## src/rtl/obw_pkg.sv

```systemverilog
`timescale 1ns / 1ps
`default_nettype none

package obw_pkg;

    // Width of the per-phase tick counter and of every timing register.
    localparam int TICK_BITS = 10;
    localparam int NUM_REGS  = 7;
    localparam int CFG_IDX_W = 3;

    // Register indexes on the configuration port.
    localparam logic [CFG_IDX_W-1:0] REG_RESET_LOW     = 3'd0;
    localparam logic [CFG_IDX_W-1:0] REG_PRESENCE_WAIT = 3'd1;
    localparam logic [CFG_IDX_W-1:0] REG_RESET_TAIL    = 3'd2;
    localparam logic [CFG_IDX_W-1:0] REG_SLOT_START    = 3'd3;
    localparam logic [CFG_IDX_W-1:0] REG_SAMPLE_WAIT   = 3'd4;
    localparam logic [CFG_IDX_W-1:0] REG_SLOT_HOLD     = 3'd5;
    localparam logic [CFG_IDX_W-1:0] REG_RECOVERY      = 3'd6;

    // Values after reset, in ticks.
    localparam logic [TICK_BITS-1:0] RST_RESET_LOW     = 10'd480;
    localparam logic [TICK_BITS-1:0] RST_PRESENCE_WAIT = 10'd60;
    localparam logic [TICK_BITS-1:0] RST_RESET_TAIL    = 10'd420;
    localparam logic [TICK_BITS-1:0] RST_SLOT_START    = 10'd1;
    localparam logic [TICK_BITS-1:0] RST_SAMPLE_WAIT   = 10'd1;
    localparam logic [TICK_BITS-1:0] RST_SLOT_HOLD     = 10'd60;
    localparam logic [TICK_BITS-1:0] RST_RECOVERY      = 10'd1;

    // Command codes.
    localparam logic [2:0] OP_TICK    = 3'd0;
    localparam logic [2:0] OP_RESET   = 3'd1;
    localparam logic [2:0] OP_WR_BYTE = 3'd2;
    localparam logic [2:0] OP_RD_BYTE = 3'd3;
    localparam logic [2:0] OP_WR_BIT  = 3'd4;
    localparam logic [2:0] OP_RD_BIT  = 3'd5;

    // Sequencer phases.
    localparam logic [3:0] PH_IDLE     = 4'd0;
    localparam logic [3:0] PH_RST_LOW  = 4'd1;
    localparam logic [3:0] PH_RST_WAIT = 4'd2;
    localparam logic [3:0] PH_RST_TAIL = 4'd3;
    localparam logic [3:0] PH_SLOT_LOW = 4'd4;
    localparam logic [3:0] PH_W_HOLD   = 4'd5;
    localparam logic [3:0] PH_W_REC    = 4'd6;
    localparam logic [3:0] PH_R_WAIT   = 4'd7;
    localparam logic [3:0] PH_R_END    = 4'd8;

    typedef struct packed {
        logic [TICK_BITS-1:0] reset_low;
        logic [TICK_BITS-1:0] presence_wait;
        logic [TICK_BITS-1:0] reset_tail;
        logic [TICK_BITS-1:0] slot_start;
        logic [TICK_BITS-1:0] sample_wait;
        logic [TICK_BITS-1:0] slot_hold;
        logic [TICK_BITS-1:0] recovery;
    } t_cfg;

    typedef struct packed {
        logic       no_device;
        logic [7:0] rd_data;
        logic       done_res;
        logic       busy_res;
        logic       line_release;
    } t_result;

endpackage

`default_nettype wire

```

## src/rtl/obw_cfg.sv

```systemverilog
`timescale 1ns / 1ps
`default_nettype none

// Timing register file, written through a plain write port.
module obw_cfg
    import obw_pkg::*;
(
    input  wire logic                 i_clk,
    input  wire logic                 i_rst_n,
    input  wire logic                 i_cfg_we,
    input  wire logic [CFG_IDX_W-1:0] i_cfg_idx,
    input  wire logic [TICK_BITS-1:0] i_cfg_wdata,
    output t_cfg                      o_cfg
);

    t_cfg r_cfg;

    always_ff @(posedge i_clk) begin
        if (!i_rst_n) begin
            r_cfg.reset_low     <= RST_RESET_LOW;
            r_cfg.presence_wait <= RST_PRESENCE_WAIT;
            r_cfg.reset_tail    <= RST_RESET_TAIL;
            r_cfg.slot_start    <= RST_SLOT_START;
            r_cfg.sample_wait   <= RST_SAMPLE_WAIT;
            r_cfg.slot_hold     <= RST_SLOT_HOLD;
            r_cfg.recovery      <= RST_RECOVERY;
        end else if (i_cfg_we) begin
            unique case (i_cfg_idx)
                REG_RESET_LOW:     r_cfg.reset_low     <= i_cfg_wdata;
                REG_PRESENCE_WAIT: r_cfg.presence_wait <= i_cfg_wdata;
                REG_RESET_TAIL:    r_cfg.reset_tail    <= i_cfg_wdata;
                REG_SLOT_START:    r_cfg.slot_start    <= i_cfg_wdata;
                REG_SAMPLE_WAIT:   r_cfg.sample_wait   <= i_cfg_wdata;
                REG_SLOT_HOLD:     r_cfg.slot_hold     <= i_cfg_wdata;
                REG_RECOVERY:      r_cfg.recovery      <= i_cfg_wdata;
                default: ;
            endcase
        end
    end

    assign o_cfg = r_cfg;

endmodule

`default_nettype wire

```

## src/rtl/obw_seq.sv

```systemverilog
`timescale 1ns / 1ps
`default_nettype none

// Bus sequencer: holds the operation state and advances it by one tick per beat.
module obw_seq
    import obw_pkg::*;
(
    input  wire logic       i_clk,
    input  wire logic       i_rst_n,
    input  wire logic       i_en,
    input  wire logic [2:0] i_opcode,
    input  wire logic [7:0] i_wr_data,
    input  wire logic       i_line_in,
    input  wire t_cfg       i_cfg,
    output t_result         o_result
);

    logic [3:0]           r_phase;
    logic [2:0]           r_op_kind;
    logic [TICK_BITS-1:0] r_tick_count;
    logic [2:0]           r_bit_index;
    logic [7:0]           r_shift_reg;
    logic                 r_presence;

    logic [3:0]           n_phase;
    logic [2:0]           n_op_kind;
    logic [TICK_BITS-1:0] n_tick_count;
    logic [2:0]           n_bit_index;
    logic [7:0]           n_shift_reg;
    logic                 n_presence;

    logic                 start;
    logic [3:0]           cur_phase;
    logic [TICK_BITS-1:0] cur_tick;
    logic [TICK_BITS-1:0] dur;
    logic [TICK_BITS-1:0] dur_eff;
    logic                 fin;
    logic                 done;
    logic                 release_lvl;
    logic                 byte_op;
    logic                 wr_op;

    // A command only starts from idle; that beat is already its first tick.
    assign start = (r_phase == PH_IDLE) && (i_opcode >= OP_RESET) && (i_opcode <= OP_RD_BIT);
    assign cur_phase = start ? ((i_opcode == OP_RESET) ? PH_RST_LOW : PH_SLOT_LOW) : r_phase;
    assign cur_tick  = start ? '0 : r_tick_count;

    always_comb begin
        unique case (cur_phase)
            PH_RST_LOW:  dur = i_cfg.reset_low;
            PH_RST_WAIT: dur = i_cfg.presence_wait;
            PH_RST_TAIL: dur = i_cfg.reset_tail;
            PH_SLOT_LOW: dur = i_cfg.slot_start;
            PH_W_HOLD:   dur = i_cfg.slot_hold;
            PH_W_REC:    dur = i_cfg.recovery;
            PH_R_WAIT:   dur = i_cfg.sample_wait;
            PH_R_END:    dur = i_cfg.slot_hold;
            default:     dur = TICK_BITS'(1);
        endcase
    end

    // A zero duration counts as one tick.
    assign dur_eff = (dur == '0) ? TICK_BITS'(1) : dur;
    assign fin = (({1'b0, cur_tick} + (TICK_BITS+1)'(1)) >= {1'b0, dur_eff});

    always_comb begin
        n_op_kind    = start ? i_opcode : r_op_kind;
        n_bit_index  = start ? 3'd0 : r_bit_index;
        n_presence   = r_presence;
        n_phase      = cur_phase;
        n_tick_count = fin ? '0 : cur_tick + TICK_BITS'(1);
        done         = 1'b0;
        release_lvl  = 1'b1;
        if (start) begin
            if (i_opcode == OP_WR_BYTE) begin
                n_shift_reg = i_wr_data;
            end else if (i_opcode == OP_WR_BIT) begin
                n_shift_reg = {7'd0, i_wr_data[0]};
            end else begin
                n_shift_reg = 8'd0;
            end
        end else begin
            n_shift_reg = r_shift_reg;
        end
        byte_op = (n_op_kind == OP_WR_BYTE) || (n_op_kind == OP_RD_BYTE);
        wr_op   = (n_op_kind == OP_WR_BYTE) || (n_op_kind == OP_WR_BIT);

        unique case (cur_phase)
            PH_IDLE: begin
                n_tick_count = cur_tick;
            end
            PH_RST_LOW: begin
                release_lvl = 1'b0;
                if (fin) n_phase = PH_RST_WAIT;
            end
            PH_RST_WAIT: begin
                if (fin) begin
                    n_presence = i_line_in;
                    n_phase    = PH_RST_TAIL;
                end
            end
            PH_RST_TAIL: begin
                if (fin) begin
                    n_phase = PH_IDLE;
                    done    = 1'b1;
                end
            end
            PH_SLOT_LOW: begin
                release_lvl = 1'b0;
                if (fin) n_phase = wr_op ? PH_W_HOLD : PH_R_WAIT;
            end
            PH_W_HOLD: begin
                release_lvl = n_shift_reg[0];
                if (fin) n_phase = PH_W_REC;
            end
            PH_R_WAIT: begin
                if (fin) begin
                    if (n_op_kind == OP_RD_BYTE) begin
                        n_shift_reg = {i_line_in, n_shift_reg[7:1]};
                    end else begin
                        n_shift_reg = {7'd0, i_line_in};
                    end
                    n_phase = PH_R_END;
                end
            end
            PH_W_REC, PH_R_END: begin
                // End of a slot: move on to the next bit of a byte, or finish.
                if (fin) begin
                    if (byte_op && (n_bit_index != 3'd7)) begin
                        n_bit_index = n_bit_index + 3'd1;
                        if (n_op_kind == OP_WR_BYTE) n_shift_reg = {1'b0, n_shift_reg[7:1]};
                        n_phase = PH_SLOT_LOW;
                    end else begin
                        n_phase = PH_IDLE;
                        done    = 1'b1;
                    end
                end
            end
            default: begin
                n_phase      = PH_IDLE;
                n_tick_count = '0;
            end
        endcase
    end

    always_ff @(posedge i_clk) begin
        if (!i_rst_n) begin
            r_phase      <= PH_IDLE;
            r_op_kind    <= OP_TICK;
            r_tick_count <= '0;
            r_bit_index  <= 3'd0;
            r_shift_reg  <= 8'd0;
            r_presence   <= 1'b1;
        end else if (i_en) begin
            r_phase      <= n_phase;
            r_op_kind    <= n_op_kind;
            r_tick_count <= n_tick_count;
            r_bit_index  <= n_bit_index;
            r_shift_reg  <= n_shift_reg;
            r_presence   <= n_presence;
        end
    end

    assign o_result.line_release = release_lvl;
    assign o_result.busy_res     = (n_phase != PH_IDLE);
    assign o_result.done_res     = done;
    assign o_result.rd_data      =
        (done && ((n_op_kind == OP_RD_BYTE) || (n_op_kind == OP_RD_BIT))) ? n_shift_reg : 8'd0;
    assign o_result.no_device    = n_presence;

    // The tick counter is always cleared while no operation runs.
    a_idle_tick_clear: assert property (@(posedge i_clk) disable iff (!i_rst_n)
        (r_phase == PH_IDLE) |-> (r_tick_count == '0))
        else $error("tick counter not cleared in idle");

    // Finishing an operation leaves the master idle.
    a_done_not_busy: assert property (@(posedge i_clk) disable iff (!i_rst_n)
        (i_en && o_result.done_res) |=> (r_phase == PH_IDLE))
        else $error("done reported while operation continues");

    // The bus is only pulled low inside an operation.
    a_low_only_busy: assert property (@(posedge i_clk) disable iff (!i_rst_n)
        !o_result.line_release |-> o_result.busy_res)
        else $error("bus driven low while idle");

    // Read data is shown only on the finishing tick.
    a_rd_on_done: assert property (@(posedge i_clk) disable iff (!i_rst_n)
        (o_result.rd_data != 8'd0) |-> o_result.done_res)
        else $error("read data outside done");

endmodule

`default_nettype wire

```

## src/rtl/onewire_bus_master.sv

```systemverilog
`timescale 1ns / 1ps
`default_nettype none

// Single-wire bus master driven by a stream of tick beats.
// Every beat on the slave stream is one bus tick. Its tdata carries a command
// (tick, reset/presence, write byte, read byte, write bit, read bit), the byte
// to send and the bus level sampled for this tick. A command beat arriving while
// idle starts the operation and is already its first tick; while busy it is a
// plain tick. Each input beat yields exactly one result beat on the master
// stream: the line level to drive for this tick, busy, a done pulse, the read
// byte (valid with done) and the last presence sample.
// The result beat comes in the cycle after its input beat, and one beat per cycle
// is taken: the sequencer advances its phase and tick counter in a single short
// pass and the result lands in the output register. The input is still taken
// while a result waits, as long as the receiver takes that result in the same
// cycle; when the receiver stalls, tready drops and the held result stays put.
// The user writes timing registers through the plain write port only while idle;
// this is not enforced. Synchronous active-low reset loads default timings, puts
// the sequencer in idle with no device seen, and empties the output register.
module onewire_bus_master
    import obw_pkg::*;
(
    input  wire logic                 i_clk,
    input  wire logic                 i_rst_n,
    input  wire logic                 i_s_axis_tvalid,
    output logic                      o_s_axis_tready,
    // [2:0] opcode, [10:3] wr_data, [11] line_in, [15:12] zero
    input  wire logic [15:0]          i_s_axis_tdata,
    output logic                      o_m_axis_tvalid,
    input  wire logic                 i_m_axis_tready,
    // [0] line_release, [1] busy_res, [2] done_res, [10:3] rd_data,
    // [11] no_device, [15:12] zero
    output logic [15:0]               o_m_axis_tdata,
    input  wire logic                 i_cfg_we,
    input  wire logic [CFG_IDX_W-1:0] i_cfg_idx,
    input  wire logic [TICK_BITS-1:0] i_cfg_wdata
);

    t_cfg        cfg;
    t_result     result;
    logic        accept;
    logic        r_out_valid;
    logic [15:0] r_out_data;

    obw_cfg u_cfg (
        .i_clk       (i_clk),
        .i_rst_n     (i_rst_n),
        .i_cfg_we    (i_cfg_we),
        .i_cfg_idx   (i_cfg_idx),
        .i_cfg_wdata (i_cfg_wdata),
        .o_cfg       (cfg)
    );

    assign o_s_axis_tready = !r_out_valid || i_m_axis_tready;
    assign accept = i_s_axis_tvalid && o_s_axis_tready;

    obw_seq u_seq (
        .i_clk     (i_clk),
        .i_rst_n   (i_rst_n),
        .i_en      (accept),
        .i_opcode  (i_s_axis_tdata[2:0]),
        .i_wr_data (i_s_axis_tdata[10:3]),
        .i_line_in (i_s_axis_tdata[11]),
        .i_cfg     (cfg),
        .o_result  (result)
    );

    // Output register: loaded on every accepted beat, emptied when taken.
    always_ff @(posedge i_clk) begin
        if (!i_rst_n) begin
            r_out_valid <= 1'b0;
        end else if (accept) begin
            r_out_valid <= 1'b1;
        end else if (i_m_axis_tready) begin
            r_out_valid <= 1'b0;
        end
    end

    always_ff @(posedge i_clk) begin
        if (accept) begin
            r_out_data <= {4'd0, result.no_device, result.rd_data, result.done_res,
                           result.busy_res, result.line_release};
        end
    end

    assign o_m_axis_tvalid = r_out_valid;
    assign o_m_axis_tdata  = r_out_data;

endmodule

`default_nettype wire
```

## config.mk

```make
export PLATFORM = sky130hd
export DESIGN_NAME = onewire_bus_master
export DESIGN_NICKNAME = d
export VERILOG_FILES = /design/src/rtl/obw_pkg.sv /design/src/rtl/obw_cfg.sv /design/src/rtl/obw_seq.sv /design/src/rtl/onewire_bus_master.sv
export SDC_FILE = /design/constraint.sdc
export NUM_CORES = 1
export LEC_CHECK = 0
export BUFFER_PORTS_ARGS = -buffer_cell sky130_fd_sc_hd__buf_2
export CAP_MARGIN = 10
export CORE_UTILIZATION = 54
export CTS_CLUSTER_DIAMETER = 120
export DETAILED_ROUTE_END_ITERATION = 10
export PLACE_DENSITY_LB_ADDON = 0.2
export SLEW_MARGIN = 25
export SYNTH_ARGS = -nofsm -noshare
export SYNTH_HDL_FRONTEND = slang
export SYNTH_SLANG_ARGS = --single-unit
export TNS_END_PERCENT = 50
```

## constraint.sdc

```tcl
create_clock -name i_clk -period 3.4 [get_ports i_clk]
set_input_delay 0.17 -clock i_clk [delete_from_list [all_inputs] [get_ports i_clk]]
set_output_delay 0.17 -clock i_clk [all_outputs]
set_load 0.02 [all_outputs]
```

---- After elaboration in Yosys (flattened, before gate mapping) ----
Index checks and enable logic that the tools add are counted.
storage, ports and cells
  bits of input ports ..................... 34
  flip-flop bits (word level) ............. 112
  logic and storage cells ................. 111
cells by class
  $lt $le $gt $ge ......................... 3
  multiplexer cells ....................... 40
  add/subtract/negate cells ............... 3
  equality and inequality tests ........... 22
  reductions and logical operators ........ 27
operators by type and width
  cell                                                              number
  10-bit case mux with 7 select lines                               1
  8-bit two-way mux                                                 7
  4-bit two-way mux                                                 8
  4-bit case mux with 8 select lines                                1
  10-bit two-way mux                                                3
  3-bit two-way mux                                                 7
  10-bit case mux with 2 select lines                               1
  3-bit == test (second input constant)                             6
  4-bit by 3-bit == test with 1-bit output (second input constant)  4
  8-bit case mux with 2 select lines                                1
  3-bit by 2-bit == test with 1-bit output (second input constant)  5
  2-bit AND reduction                                               7
  10-bit by 1-bit adder with 11-bit output (second input constant)  1
  11-bit by 10-bit >= comparator with 1-bit output                  1
  10-bit by 1-bit adder with 10-bit output (second input constant)  1
  10-bit zero test                                                  1
  4-bit by 2-bit == test with 1-bit output (second input constant)  2
  4-bit zero test                                                   2
  1-bit two-way mux                                                 8
  8-bit OR reduction                                                1
  3-bit by 1-bit == test with 1-bit output (second input constant)  2
  2-bit OR reduction                                                3
  1-bit logical AND                                                 5
  4-bit by 1-bit == test with 1-bit output (second input constant)  1
  12 further kinds                                                  16

---- Depth between registers and ports, before layout ----
Gate-level depths: netlist (run 1).
  word-level depth ........................ 13
  mapped depth ............................ 18
  mapped depth without buffers ............ 15

---- By module ----
From an unflattened synthesis (run 1), not the netlist that was laid out.
unflattened totals
  cell total of the unflattened synthesis .. 653
  area, all modules ....................... 6149.6 µm²
by module, submodules not included
  module              instances  cells each  area each (µm²)
  obw_seq             1          377         3034.2
  obw_cfg             1          254         2663.8
  onewire_bus_master  1          22          451.7

---- Worst setup path after synthesis (run 1) ----
Ideal clock, no wire load.
  path kind ............................... reg-to-reg
  start point ............................. reg u_seq.r_phase[0]
  end point ............................... reg r_out_data[4], in the netlist o_m_axis_tdata[4], data pin
  arrival time ............................ 3507 ps
  cell stages (with the launch flop) ...... 17
  library setup time ...................... 260 ps
  path buffers ............................ 2
  setup slack ............................. -367 ps
  path through ............................ dfxtp_1 > nor4_2 > buf_2 > nand3b_4 > clkbuf_1 > and2_1 > ha_1 > nand3_1 > xor2_1 > nor2_1 > ha_1 > o2111ai_1 > o2111a_1 > a21oi_1 > o22ai_2 > a22oi_1 > nor2_1
between the ends
  cells in the longest elaborated chain, start to end .. 13
  elaborated cells on any way between the ends .. 41
  those cells by class .................... add/sub: 1; order compare: 1; eq/ne: 12; mux: 17; reduce/logical: 10
RTL lines
  item                                                                              line                            source
  from (decl)                                                                       obw_seq.sv:18                   logic [3:0] r_phase;
  from (signal assigned)                                                            obw_seq.sv:155                  r_phase <= n_phase;
  4-bit zero test                                                                   obw_seq.sv:44                   assign start = (r_phase == PH_IDLE) && (i_opcode >= OP_RESET) && (i_opcode <= OP_RD_BIT);
  1-bit logical AND (2 in series)                                                   obw_seq.sv:44
  4-bit two-way mux                                                                 obw_seq.sv:45                   assign cur_phase = start ? ((i_opcode == OP_RESET) ? PH_RST_LOW : PH_SLOT_LOW) : r_phase;
  4-bit by 3-bit == test with 1-bit output / 4-bit == test (equally long branches)  obw_seq.sv:49, obw_seq.sv:88
  2-bit OR reduction (no line)                                                      -
  10-bit case mux with 7 select lines                                               obw_seq.sv:49                   unique case (cur_phase)
  10-bit zero test                                                                  obw_seq.sv:63                   assign dur_eff = (dur == '0) ? TICK_BITS'(1) : dur;
  10-bit two-way mux                                                                obw_seq.sv:63
  11-bit by 10-bit >= comparator with 1-bit output                                  obw_seq.sv:64                   assign fin = (({1'b0, cur_tick} + (TICK_BITS+1)'(1)) >= {1'b0, dur_eff});
  1-bit two-way mux (on tied branches)                                              obw_seq.sv:128, obw_seq.sv:103
  1-bit case mux with 2 select lines                                                obw_seq.sv:88                   unique case (cur_phase)
  1-bit logical AND                                                                 obw_seq.sv:168                  (done && ((n_op_kind == OP_RD_BYTE) || (n_op_kind == OP_RD_BIT))) ? n_shift_reg : 8'd0;
  to (signal assigned)                                                              onewire_bus_master.sv:81        r_out_data <= {4'd0, result.no_device, result.rd_data, result.done_res,
  to (decl)                                                                         onewire_bus_master.sv:43        logic [15:0] r_out_data;
Several ways; a longest one is shown, not always the timed one.
A chain may end at the register's enable or synchronous reset.

---- Worst setup path after layout (run 1) ----
  start point ............................. reg u_seq.r_phase[2]
  end point ............................... reg u_seq.r_bit_index[2]
between the ends
  cells in the longest elaborated chain, start to end .. 12
  elaborated cells on any way between the ends .. 31
  those cells by class .................... add/sub: 2; order compare: 1; eq/ne: 11; mux: 9; reduce/logical: 8
RTL lines
  item                                                                              line                          source
  4-bit zero test                                                                   obw_seq.sv:44
  1-bit logical AND (2 in series)                                                   obw_seq.sv:44
  4-bit two-way mux                                                                 obw_seq.sv:45
  4-bit by 3-bit == test with 1-bit output / 4-bit == test (equally long branches)  obw_seq.sv:49, obw_seq.sv:88
  2-bit OR reduction (no line)                                                      -
  10-bit case mux with 7 select lines                                               obw_seq.sv:49
  10-bit zero test                                                                  obw_seq.sv:63
  10-bit two-way mux                                                                obw_seq.sv:63
  11-bit by 10-bit >= comparator with 1-bit output                                  obw_seq.sv:64
  3-bit two-way mux                                                                 obw_seq.sv:128                if (fin) begin
  3-bit two-way mux (*)                                                             obw_seq.sv:88
  to (signal assigned)                                                              obw_seq.sv:158                r_bit_index <= n_bit_index;
  to (decl)                                                                         obw_seq.sv:21                 logic [2:0] r_bit_index;
Mark *: on every way between the ends. The rest lies on a longest branch, timed or not.

==> results of run 1 <==
Yosys cell counts, types with 2 or more instances:
cell | count | area share, %
a22o_1 | 7 | 1.1
a41o_1 | 2 | 0.35
and3_1 | 5 | 0.54
o21ai_0 | 20 | 1.7
o2111ai_1 | 2 | 0.30
nand2_1 | 181 | 12
mux2i_1 | 18 | 3.1
a21o_1 | 3 | 0.39
buf_2 | 12 | 1.0
o21ai_2 | 2 | 0.30
and2_1 | 7 | 0.76
o211a_1 | 6 | 1.0
a22oi_1 | 21 | 2.7
o31ai_1 | 4 | 0.52
xor2_1 | 6 | 0.91
buf_1 | 2 | 0.13
a31oi_1 | 5 | 0.54
o21a_1 | 2 | 0.26
dfxtp_1 | 100 | 35
clkbuf_1 | 23 | 1.5
nor3_1 | 12 | 1.0
a211oi_1 | 3 | 0.39
nand4_1 | 8 | 0.87
nor2_1 | 57 | 3.7
nor2b_1 | 7 | 0.76
a221o_1 | 2 | 0.35
mux4_2 | 2 | 0.78
edfxtp_1 | 12 | 6.2
nand2b_1 | 10 | 1.1
a21oi_1 | 76 | 6.6
inv_1 | 6 | 0.39
o21ai_1 | 2 | 0.17
o211ai_1 | 2 | 0.26
a21oi_2 | 2 | 0.30
nand3_1 | 31 | 2.7
buf_4 | 4 | 0.52
a221oi_1 | 4 | 0.61
ha_1 | 13 | 2.8
or3_1 | 3 | 0.32
xnor2_1 | 3 | 0.45
worst max-delay path, stage by stage (launching register included):
cell       delay [ps]
dfxtp_4           380
buf_12            130
buf_12            130
nor4_4            370
nand3b_4          140
and2_4            200
ha_4              180
nand2_1            90
xor2_1            220
nor2_2             90
ha_4              280
o2111ai_2         140
o2111a_2          320
a21o_1            190
buf_6             140
a21oi_4           150
buf_6             140
a211oi_2           70
a41o_1            240
worst max path at each step:
stage          cells after the start  slack (ps)               endpoint             start
5_1_grt                           17        -450      o_m_axis_tdata[7]  u_seq.r_phase[2]
4_1_cts                           16        -170       u_seq.r_presence  u_seq.r_phase[2]
2_1_floorplan                     15         -40     o_m_axis_tdata[11]  u_seq.r_phase[0]
6_report                          18        -320   u_seq.r_bit_index[2]  u_seq.r_phase[2]
3_5_place_dp                      17        -330  u_seq.r_tick_count[3]  u_seq.r_phase[2]
3_3_place_gp                      17        -210  u_seq.r_tick_count[4]  u_seq.r_phase[2]
layer usage:
layer | global-route usage, % | share of wire, %
met1 | 39.71 | 42
met2 | 50.85 | 47
met3 | 8.040 | 8.0
met4 | 13.68 | 3.0
met5 | 0 | 0
cell families (layout without fill, tap and decap cells):
group                      Yosys count  count (layout)  share of synthesized area (%)
xor gates and xnor gates            10              10                          1.646
AOI/OAI and AO/OA                  178             178                          20.33
and+or+nand+nor                    333             333                          26.14
other                                1               4                        0.06490
buffers and inverters               49             159                          3.833
DFF                                112             112                          40.88
muxes                               22              22                          4.287
adders and majority gates           13              13                          2.815
per-stage QoR:
stage                     hold WS [ps]  power, mW  worst slack (ps)  setup TNS [ps]
after CTS                        17.57      3.173            -165.7           -2382
after global routing             29.01      3.399            -450.5          -13400
final                            32.62      3.282            -315.6           -8757
after floorplan                  294.0      1.926            -38.46          -206.1
after detailed placement         429.8      2.254            -327.8           -8642
after global placement           415.8      2.232            -211.9           -5616
repair_timing:
action | 4_1_cts | 5_1_grt
gates cloned | 1 | 0
resized for setup | 48 | 33
setup endpoints to repair | 37 | 37
endpoints found under the hold margin | 1 | 0
hold buffers | 1 | 0
setup buffers | 10 | 12
pin swaps | 19 | 22
power breakdown:
group | total, mW | switching (mW) | internal [mW]
clock network | 0.828 | 0.534 | 0.294
registers | 1.42 | 0.0337 | 1.39
logic | 1.03 | 0.560 | 0.474
placed cells by master (no fill, tap or decap), types with 5 or more instances in the layout:
cell type and count:
a21oi_1 71, a22o_1 7, a22oi_1 6, a22oi_2 16, and2_1 5, buf_2 43, buf_4 80, buf_6 8
clkbuf_8 9, dfxtp_1 96, edfxtp_1 12, ha_1 9, inv_1 6, mux2i_1 17, nand2_1 178, nand2b_1 7
nand3_1 30, nand4_1 8, nor2_1 54, nor2b_1 7, nor3_1 8, nor3_2 5, o211a_1 6, o21ai_0 19
xor2_1 5
layout make-up:
type / count / area (sq um) / share of cell area (%)
clock buffer: 9 / 123.9 / 1.690
clock inverter: 7 / 81.33 / 1.109
inverter: 7 / 26.28 / 0.3584
multi-input combinational: 560 / 3561 / 48.57
sequential: 112 / 2372 / 32.36
tap: 136 / 170.2 / 2.321
timing repair buffer: 136 / 996.0 / 13.59
==> results.rst, run 1 <==
.. list-table::
   :header-rows: 1

   * - Metric
     - Value
   * - Post-layout util
     - 70.69%
   * - Number of antenna violations at the first check in global routing
     - 0
   * - Worst-path clk slew
     - 120 ps
   * - Required time of the critical path
     - 3720 ps
   * - FILL cells
     - 804
   * - Min setup slack post-route
     - -315.6 ps
   * - Yosys cell types
     - 71
   * - Share of flip-flops with an asynchronous set or reset after synthesis
     - 0%
   * - Placeable core region
     - 10370 sq um
   * - Residual DRC
     - 0
   * - Max_slew headroom
     - 36.68%
   * - Max Buffers Root-to-Sink
     - 2
   * - Setup slack of the most critical reg-to-reg path
     - -320 ps
   * - Vias in the first global route
     - 5484
   * - CTS tree
     - done
   * - Fraction of final layout cells sized beyond drive strength 1
     - 28.04%
   * - Type of element launching the critical path
     - register
   * - Number of endpoints failing setup at the final stage
     - 37
   * - HPWL Detailed
     - 11580 um
   * - Static Leak
     - 2.878 nW
   * - Hold path start
     - i_s_axis_tdata[1]
   * - Violated checks
     - negative setup slack
   * - Count of buffers inserted at the top-level ports
     - 43
   * - Path type of the worst min-delay path
     - in -> reg
   * - Residual antenna-violating net count after detailed routing
     - 0
   * - Worst reg2reg endpoint
     - u_seq.r_bit_index[2]
   * - Cell at the root of the clock tree
     - clkbuf_8
   * - Worst EP arrival
     - 4040 ps
   * - Max VDD drop
     - 0.0003625 V
   * - Total wire length
     - 17610 um
   * - Number of cells traversed by the worst register-to-register path
     - 18
   * - Max reg flops
     - 70
   * - Worst Tran Pin Value
     - 942.5 ps
   * - Prevailing post-synth register cell
     - dfxtp_1
   * - Total Die Area
     - 11120 sq um
   * - Worst Path Max Fanout
     - 7
   * - Ports placed on the boundary
     - 52
   * - Worst-case clock skew
     - 22.32 ps
   * - Global-route wire length before repair
     - 27240 um
   * - Non-Filler Instances
     - 967
   * - Die Ht
     - 105.4 um
   * - Worst-case hold path end point
     - u_seq.r_op_kind[1]
   * - Tot GR Track Use
     - 31.49%
   * - Final Cycle Share
     - 109.3%
   * - Area of the mapped netlist
     - 5778 sq um
   * - Hold Violations, Final
     - 0
   * - Post-route cell area
     - 7331 sq um
   * - Count of TritonRoute iterations in the first routing pass
     - 6
   * - Post-Syn Instances
     - 718
   * - Source-to-sink clock delay at the later pin of the worst-skew pair
     - 430 ps
   * - FF+latch count, synth
     - 112
   * - CTS H-Tree Depth
     - 3
   * - Vias per Instance
     - 6.088
   * - Initial Util
     - 55.72%
   * - Number of violations reported at the end of detailed-routing iteration 0
     - 651
   * - Total number of yosys warnings
     - 0
   * - Count of flip-flops with a built-in enable after synthesis
     - 12
   * - Number of cells on the worst hold path
     - 3
   * - Worst setup EP type
     - register
   * - Count of standard-cell rows
     - 37
   * - Count of nets after finishing
     - 873
   * - Layout Area Growth over Synthesis
     - 26.87%
   * - Sink count of the clock tree
     - 112
   * - Detailed-route via count
     - 5887
   * - Power per Cell Area
     - 447.7 nW/um^2
   * - Period minus WS final
     - 3716 ps
   * - Inserted Clock Buffers
     - 9
   * - Antenna Cells
     - 0
   * - Avg Inst Size Synth
     - 8.047 sq um
   * - Placer's final routability congestion estimate
     - 0.9279
   * - R2R Path Start
     - u_seq.r_phase[2]
   * - Startpoint-to-endpoint class of the critical path
     - reg -> reg
   * - Number of maximum-capacitance constraint violations
     - 0
   * - Largest net degree at the start of global routing
     - 44
   * - Instance area at placement
     - 6551 sq um
   * - Status
     - finished with violations
   * - Fmax
     - 269.1 MHz
   * - Cell Count Post-Placement
     - 928
   * - Pins over their slew limit
     - 0
   * - Routed length per instance
     - 18.21 um
   * - Portion of the post-synthesis area used by sequential elements
     - 40.88%
   * - RSZ-0062 raised after global routing
     - true
   * - Global route total overflow
     - 0
   * - Die outline width
     - 105.4 um
Power figures use the tool's default switching activity.
==> run 2, diff against run 1 <==
--- a/config.mk
+++ b/config.mk
@@ -14,5 +14,6 @@
 export SLEW_MARGIN = 25
 export SYNTH_ARGS = -nofsm -noshare
 export SYNTH_HDL_FRONTEND = slang
+export SYNTH_HIERARCHICAL = 1
 export SYNTH_SLANG_ARGS = --single-unit
 export TNS_END_PERCENT = 50
==> run 2 against run 1 <==
Against the previous run: the flow still finishes with violations (negative setup slack); fmax decreased by 1.9%; clock power up 36%; routed wire length decreased by 7.7%; setup slack got worse by 73 ps; register-to-register slack worse by 70 ps; via count decreased by 9.5%; largest power group is now combinational cells.
==> results.rst, run 2 <==
.. list-table::
   :header-rows: 1

   * - Metric
     - Value
   * - Internal power contribution
     - 3.243 mW
   * - Number of hold-repair buffers added at the cts stage
     - 0
   * - Slowest cell delay on critical path
     - 480 ps
   * - Worst Path Max Fanout
     - 5
   * - Dominant cells by area after synthesis
     - dfxtp_1, mux2i_1, edfxtp_1
   * - Pre-CTS setup slack
     - -730.3 ps
   * - Detailed-route via count
     - 5325
   * - Path type of the worst min-delay path
     - in -> reg
   * - Cell-by-cell trace of the critical path
     - buf_12, buf_4, mux4_2, a22o_1, a221oi_2, nand3_1, or3_1, nand4_1, ha_1, nor2b_1, o21ai_1, a21oi_2, o21ai_4, buf_6, nor4b_4, buf_4, a22oi_2, nor2b_1
   * - Residual antenna-violating net count after detailed routing
     - 0
   * - Worst-case clock skew
     - 9.953 ps
   * - Die outline width
     - 108.7 um
   * - Largest net degree at the start of global routing
     - 90
   * - Status
     - finished with violations
   * - Residual DRC
     - 0
   * - Max_slew headroom
     - 38.84%
   * - Total Die Area
     - 11820 sq um
   * - Worst-case hold path end point
     - o_m_axis_tvalid
   * - Count of flip-flops with a built-in enable after synthesis
     - 12
   * - Worst-path clk slew
     - 80 ps
   * - Startpoint-to-endpoint class of the critical path
     - reg -> reg
   * - Source-to-sink clock delay at the later pin of the worst-skew pair
     - 360 ps
   * - Count of standard-cell rows
     - 38
   * - Pins over their slew limit
     - 0
   * - Initial Util
     - 55.99%
   * - Layout Area Growth over Synthesis
     - 24.31%
   * - Post-route cell area
     - 7645 sq um
   * - Logic depth of the worst path, buffers included
     - 18
   * - Number of violations reported at the end of detailed-routing iteration 0
     - 256
   * - Required time of the critical path
     - 3700 ps
   * - Most common cell after layout, fill and taps aside
     - dfxtp_1
   * - Reg area
     - 2369 sq um
   * - CTS H-Tree Depth
     - 3
   * - Worst reg2reg endpoint
     - u_seq/r_tick_count[2]
   * - Vias in the first global route
     - 5215
   * - Placer's final routability congestion estimate
     - 0.8411
   * - Vias per Instance
     - 5.936
   * - Psw
     - 1.880 mW
   * - Max reg flops
     - 70
   * - Most common library cells after synthesis
     - dfxtp_1, nand2_1, mux2i_1, nor2b_1, nor2_1
   * - Area of the mapped netlist
     - 6150 sq um
   * - Count of buffers inserted at the top-level ports
     - 43
   * - Die Ht
     - 108.7 um
   * - Tot GR Track Use
     - 28.66%
   * - Switch share
     - 36.70%
   * - R2R Path Start
     - u_seq/r_phase[0]
   * - Combinational cell fraction of total power
     - 49.2%
   * - Max Buffers Root-to-Sink
     - 2
   * - CTS tree
     - done
   * - Cell accounting for the most synthesized area
     - dfxtp_1
   * - Proportion of power drawn by the clock network
     - 22.0%
   * - Min setup slack post-route
     - -388.9 ps
   * - Routed length per instance
     - 18.11 um
   * - Avg Inst Size Synth
     - 9.418 sq um
   * - Yosys cell types
     - 78
   * - Setup slack of the most critical reg-to-reg path
     - -390 ps
   * - Placeable core region
     - 10980 sq um
   * - Sink count of the clock tree
     - 112
   * - HPWL Detailed
     - 11020 um
   * - Max VDD drop
     - 0.0004606 V
   * - Global route total overflow
     - 0
   * - Share of flip-flops with an asynchronous set or reset after synthesis
     - 0%
   * - Period minus WS final
     - 3789 ps
   * - Number of cells traversed by the worst register-to-register path
     - 18
   * - Post-layout util
     - 69.61%
   * - Fraction of power consumed by sequential logic
     - 28.9%
   * - Number of cells on the worst hold path
     - 3
   * - Total wire length
     - 16250 um
   * - Antenna Cells
     - 0
   * - Worst EP arrival
     - 4090 ps
   * - Fraction of final layout cells sized beyond drive strength 1
     - 31.84%
   * - Power per Cell Area
     - 670.1 nW/um^2
   * - Top cell type's share of synthesized area
     - 32.55%
   * - Number of endpoints failing setup at the final stage
     - 37
   * - Hold path start
     - i_s_axis_tvalid
   * - Tot Pwr
     - 5.123 mW
   * - CP max-delay cell
     - mux4_2
   * - Post-Syn Instances
     - 653
   * - Ports placed on the boundary
     - 52
   * - Worst Tran Pin Value
     - 912.6 ps
   * - Cell at the root of the clock tree
     - clkbuf_16
   * - FF+latch count, synth
     - 112
   * - Instance area at placement
     - 6967 sq um
   * - Number of antenna violations at the first check in global routing
     - 1
   * - Fmax
     - 263.9 MHz
   * - Count of nets after finishing
     - 800
   * - Prevailing post-synth register cell
     - dfxtp_1
   * - Worst path buffer plus inverter count
     - 4
   * - Family with the most delay on the worst path
     - simple AND/OR/NAND/NOR gates
   * - Area taken by multi-input logic gates
     - 3744 sq um
   * - RSZ-0062 raised after global routing
     - true
   * - Worst setup EP type
     - register
   * - Violated checks
     - negative setup slack
   * - Portion of the post-synthesis area used by sequential elements
     - 38.41%
   * - Most frequent cells in the layout
     - dfxtp_1, nand2_1, buf_4
   * - Total number of yosys warnings
     - 6
   * - Hold Violations, Final
     - 0
   * - Static Leak
     - 3.250 nW
   * - Inserted Clock Buffers
     - 9
   * - Number of maximum-capacitance constraint violations
     - 0
   * - Type of element launching the critical path
     - register
   * - Cell with the most instances after synthesis
     - dfxtp_1
   * - Count of TritonRoute iterations in the first routing pass
     - 5
   * - FILL cells
     - 825
   * - Final Cycle Share
     - 111.4%
   * - Setup TNS
     - -10870 ps
   * - Global-route wire length before repair
     - 25940 um
[run 2: through the flow]
| step | instances | hold slack (ps) |
|---|---|---|
| after floorplan | 656 | 295.1 |
| after CTS | 895 | 54.83 |
| after global placement | 864 | 422.1 |
| after global routing | 897 | 69.93 |
| final | 897 | 62.40 |
| after detailed placement | 864 | 432.8 |
[run 2: cells by family after synthesis]
logic type / count (synthesis) / share of synthesized area (%)
compound gates: 132 / 16.03
xor+xnor: 8 / 1.139
fa+ha+maj: 13 / 2.645
buf+inv: 63 / 5.107
flops: 112 / 38.41
mux: 83 / 15.36
other cells: 1 / 0.06098
simple gates: 241 / 21.24
[run 2: how the worst max path moves through the flow]
| stage | from | endpoint | slack, ps |
|---|---|---|---|
| 2_1_floorplan | u_seq/r_phase[0] | o_m_axis_tdata[11] | -220 |
| 3_3_place_gp | u_seq/r_phase[0] | o_m_axis_tdata[1] | -700 |
| 3_5_place_dp | u_seq/r_phase[0] | o_m_axis_tdata[1] | -730 |
| 4_1_cts | u_seq/r_phase[0] | u_seq/r_tick_count[2] | -380 |
| 5_1_grt | u_seq/r_phase[0] | u_seq/r_tick_count[6] | -590 |
| 6_report | u_seq/r_phase[0] | u_seq/r_tick_count[2] | -390 |
[run 2: worst reg2reg max path: stages (launching register included)]
cell and delay, ps:
dfxtp_4 400, buf_12 130, buf_4 110, mux4_2 480
a22o_1 230, a221oi_2 250, nand3_1 110, or3_1 320
nand4_1 110, ha_1 240, nor2b_1 120, o21ai_1 90
a21oi_2 220, o21ai_4 110, buf_6 140, nor4b_4 260
buf_4 220, a22oi_2 60, nor2b_1 120
[run 2: repair_timing]
item,CTS,global route
setup endpoints to repair,37,37
buffers inserted,15,2
gates resized for setup,47,8
cloned,1,0
hold endpoints to repair,0,0
pin swaps,14,7
[run 2: layer usage]
layer  track usage (%)  part of all wire (%)  up-vias  wire [um]
li1                  -                     -     2574          -
met1             35.29                    43     2565       7041
met2             49.01                    50      150       8051
met3             4.423                   4.3       34        704
met4             13.51                   2.7        2        438
met5                 0                 0.080        -         13
[run 2: power by group through the flow]
stage,Combinational (mW),Sequential [mW],Clock [mW]
after global routing,2.69,1.49,1.17
after global placement,2.03,1.52,0
after floorplan,1.34,1.50,0
after CTS,2.43,1.48,1.14
final,2.52,1.48,1.13
after detailed placement,2.06,1.53,0
[run 2: layout make-up]
class	instances	share of cell area, %
multi-input combinational	481	48.97
sequential	112	30.98
timing repair buffer	141	13.26
clock buffer	10	3.273
tap	140	2.291
clock inverter	5	0.8347
inverter	8	0.3928
==> run 3, diff against run 2 <==
--- a/config.mk
+++ b/config.mk
@@ -5,6 +5,7 @@
 export SDC_FILE = /design/constraint.sdc
 export NUM_CORES = 1
 export LEC_CHECK = 0
+export ABC_AREA = 1
 export BUFFER_PORTS_ARGS = -buffer_cell sky130_fd_sc_hd__buf_2
 export CAP_MARGIN = 10
 export CORE_UTILIZATION = 54
==> run 3 against run 2 <==
Against the previous run: the flow still finishes with violations (negative setup slack); setup slack gained 150 ps; area after synthesis grew 7.5%; sequential power is essentially flat; via count grew 26%; count of clock-buffer cells in the layout grew 1; routed wire length grew 13%; critical path depth grew 9; cell area grew 4.1%; core utilization shrank 3.1 points; first-iteration DRC count grew 110%; synthesized cell count grew 57%; highest routed layer is now met4.
==> results.rst, run 3 <==
.. list-table::
   :header-rows: 1

   * - Metric
     - Value
   * - Status
     - finished with violations
   * - Violated checks
     - negative setup slack
   * - Internal power contribution
     - 2.600 mW
   * - Combinational cell fraction of total power
     - 38.7%
   * - Number of endpoints failing setup at the final stage
     - 37
   * - Avg Inst Size Synth
     - 6.467 sq um
   * - Detailed-route via count
     - 6695
   * - Fraction of power consumed by sequential logic
     - 35.2%
   * - Max_slew headroom
     - 47.11%
   * - Worst-case clock skew
     - 8.318 ps
   * - FF+latch count, synth
     - 112
   * - Type of element launching the critical path
     - register
   * - Met2 usage
     - 52.22%
   * - Top cell type's share of synthesized area
     - 30.29%
   * - Tot GR Track Use
     - 30.21%
   * - Dominant cells by area after synthesis
     - dfxtp_1, nand2_1, nor2_1
   * - Cell accounting for the most synthesized area
     - dfxtp_1
   * - Post-Syn Instances
     - 1022
   * - Layout Area Growth over Synthesis
     - 20.43%
   * - Number of violations reported at the end of detailed-routing iteration 0
     - 527
   * - RSZ-0062 raised after global routing
     - true
   * - Placeable core region
     - 11960 sq um
   * - Startpoint-to-endpoint class of the critical path
     - reg -> reg
   * - Worst reg2reg endpoint
     - o_m_axis_tdata[1]
   * - Share of flip-flops with an asynchronous set or reset after synthesis
     - 0%
   * - Largest net degree at the start of global routing
     - 48
   * - Worst setup EP type
     - register
   * - Area taken by multi-input logic gates
     - 3809 sq um
   * - Worst Tran Pin Value
     - 788.4 ps
   * - Hold Violations, Final
     - 0
   * - Setup slack of the most critical reg-to-reg path
     - -240 ps
   * - Proportion of power drawn by the clock network
     - 26.0%
   * - CTS tree
     - done
   * - Psw
     - 1.543 mW
   * - Total number of yosys warnings
     - 6
   * - Number of maximum-capacitance constraint violations
     - 0
   * - Cell with the most instances after synthesis
     - nand2_1
   * - Total wire length
     - 18400 um
   * - Fmax
     - 275.0 MHz
   * - Required time of the critical path
     - 3510 ps
   * - Number of hold-repair buffers added at the cts stage
     - 0
   * - Global-route wire length before repair
     - 30200 um
   * - Die outline width
     - 112.6 um
   * - Worst Hold Margin
     - 26.52 ps
   * - Static Leak
     - 3.782 nW
   * - Count of standard-cell rows
     - 40
   * - Number of cells on the worst hold path
     - 3
   * - Most frequent cells in the layout
     - nand2_1, nor2_1, inv_1, nand3_1, dfxtp_1
   * - Layer with the highest usage
     - met2
   * - Prevailing post-synth register cell
     - dfxtp_1
   * - Worst EP arrival
     - 3750 ps
   * - Path type of the worst min-delay path
     - in -> reg
   * - Residual DRC
     - 0
   * - CTS H-Tree Depth
     - 3
   * - HPWL Detailed
     - 12620 um
   * - Switch share
     - 37.24%
   * - Vias per Instance
     - 5.268
   * - GR Util met1
     - 36.60%
   * - Count of nets after finishing
     - 1166
   * - Count of flip-flops with a built-in enable after synthesis
     - 12
   * - R2R Path Start
     - u_seq/r_phase[0]
   * - Count of TritonRoute iterations in the first routing pass
     - 5
   * - Portion of the post-synthesis area used by sequential elements
     - 35.74%
   * - Tot Pwr
     - 4.143 mW
   * - Yosys cell types
     - 40
   * - Global route total overflow
     - 0
   * - Total Die Area
     - 12690 sq um
   * - Pins over their slew limit
     - 0
   * - Reg area
     - 2367 sq um
   * - Most common cell after layout, fill and taps aside
     - nand2_1
   * - FILL cells
     - 1097
   * - Period minus WS final
     - 3637 ps
   * - Most common library cells after synthesis
     - nand2_1, nor2_1, nand3_1, inv_1, dfxtp_1
   * - Global routing usage on met3
     - 4.320%
   * - Area of the mapped netlist
     - 6609 sq um
   * - Antenna Cells
     - 0
   * - Worst Path Max Fanout
     - 9
   * - Max Buffers Root-to-Sink
     - 2
   * - Min setup slack post-route
     - -236.8 ps
   * - Cell at the root of the clock tree
     - clkbuf_16
   * - Routed length per instance
     - 14.48 um
   * - Ports placed on the boundary
     - 52
   * - Number of cells traversed by the worst register-to-register path
     - 27
   * - Die Ht
     - 112.6 um
   * - Source-to-sink clock delay at the later pin of the worst-skew pair
     - 360 ps
   * - Vias in the first global route
     - 6201
   * - Power per Cell Area
     - 520.5 nW/um^2
   * - Residual antenna-violating net count after detailed routing
     - 0
   * - Worst-path clk slew
     - 70 ps
   * - Max reg flops
     - 70
   * - Initial Util
     - 55.25%
   * - Sink count of the clock tree
     - 112
   * - Count of buffers inserted at the top-level ports
     - 43
   * - Final Cycle Share
     - 107.0%
   * - Worst-case hold path end point
     - u_cfg/o_cfg[66]
   * - Hold path start
     - i_cfg_wdata[6]
   * - Placer's final routability congestion estimate
     - 0.8704
   * - Number of antenna violations at the first check in global routing
     - 0
   * - Inserted Clock Buffers
     - 9
   * - Max VDD drop
     - 0.0004030 V
   * - Fraction of final layout cells sized beyond drive strength 1
     - 21.62%
[run 3: cell count changes in the layout (fill, tap and decap cells not counted), moves of 27 or more]
cell	before	now
inv_1	7	101
nor2b_1	44	0
a21oi_1	17	44
mux2i_1	73	0
nor2_1	28	154
nand3_1	17	101
nand2_1	89	278
[run 3: routing by layer]
layer | vias to the layer above | part of all wire (%)
li1 | 3431 | -
met1 | 2998 | 43
met2 | 218 | 49
met3 | 48 | 4.8
met4 | 0 | 3.8
met5 | - | 0
[run 3: cell families (layout without fill, tap and decap cells)]
logic type / Yosys count / count (layout) / synth area share, %
AO/OA/AOI/OAI: 102 / 102 / 8.368
XOR/XNOR: 5 / 5 / 0.6627
buffers and inverters: 156 / 254 / 10.02
adder cells (fa/ha/maj): 13 / 13 / 2.461
other: 1 / 4 / 0.05674
flip-flops: 112 / 112 / 35.74
AND/OR/NAND/NOR: 633 / 634 / 42.69
[run 3: area by class of cell]
type | count | share of cell area (%)
clock buffer | 11 | 3.176
clock inverter | 5 | 0.5659
inverter | 114 | 5.408
multi-input combinational | 758 | 47.85
sequential | 112 | 29.74
tap | 147 | 2.311
timing repair buffer | 124 | 10.94
[run 3: power groups by stage]
stage	Combinational, mW	Clock, mW	Sequential (mW)
final	1.61	1.08	1.46
after CTS	1.50	1.09	1.46
after global placement	1.40	0	1.49
after global routing	1.77	1.14	1.47
after floorplan	0.955	0	1.50
after detailed placement	1.41	0	1.49
[run 3: worst max path at each step]
stage,start,end,depth (start not counted)
after CTS,u_seq/r_phase[0],o_m_axis_tdata[1],29
after global placement,i_s_axis_tdata[2],o_m_axis_tdata[1],29
after floorplan,u_seq/r_phase[1],o_m_axis_tdata[1],27
after detailed placement,u_seq/r_phase[1],o_m_axis_tdata[1],28
final,u_seq/r_phase[0],o_m_axis_tdata[1],27
after global routing,u_seq/r_phase[0],o_m_axis_tdata[1],32
[run 3: through the flow]
step / setup TNS, ps / util [%] / instances / cell area (sq um) / setup WS (ps)
2_1_floorplan: -7.154 / - / 1025 / 6666 / -7.154
3_3_place_gp: -1173 / 61.88 / 1246 / 7402 / -128.6
3_5_place_dp: -3311 / 61.88 / 1246 / 7402 / -222.3
4_1_cts: -2640 / 65.51 / 1269 / 7836 / -166.9
5_1_grt: -15610 / 66.54 / 1271 / 7959 / -543.6
6_report: -6253 / 66.54 / 1271 / 7959 / -236.8
[run 3: critical path, stage by stage (launching register included)]
cell and delay (ps):
dfxtp_2 340, nor2_2 140, nand2_2 90, nor2_4 120, nand3_4 140, nand2_4 100
nand2_4 70, buf_6 130, nor2_8 140, buf_4 150, nand2_1 50, nand4_1 100
nor2_2 70, buf_4 130, buf_4 120, ha_1 300, nand3_1 90, nor2_1 40
nand2_1 50, nand2_1 50, nor2_1 80, nand2_1 100, a21oi_4 170, nand2_4 130
nand2_8 120, o21ai_0 110, a31oi_1 160, nand3_1 90
[run 3: timing repair]
item / 4_1_cts / 5_1_grt
gates cloned: 2 / 0
pin swaps: 5 / 8
endpoints found under the setup margin: 26 / 37
gates resized for setup: 27 / 27
setup buffers: 5 / 2
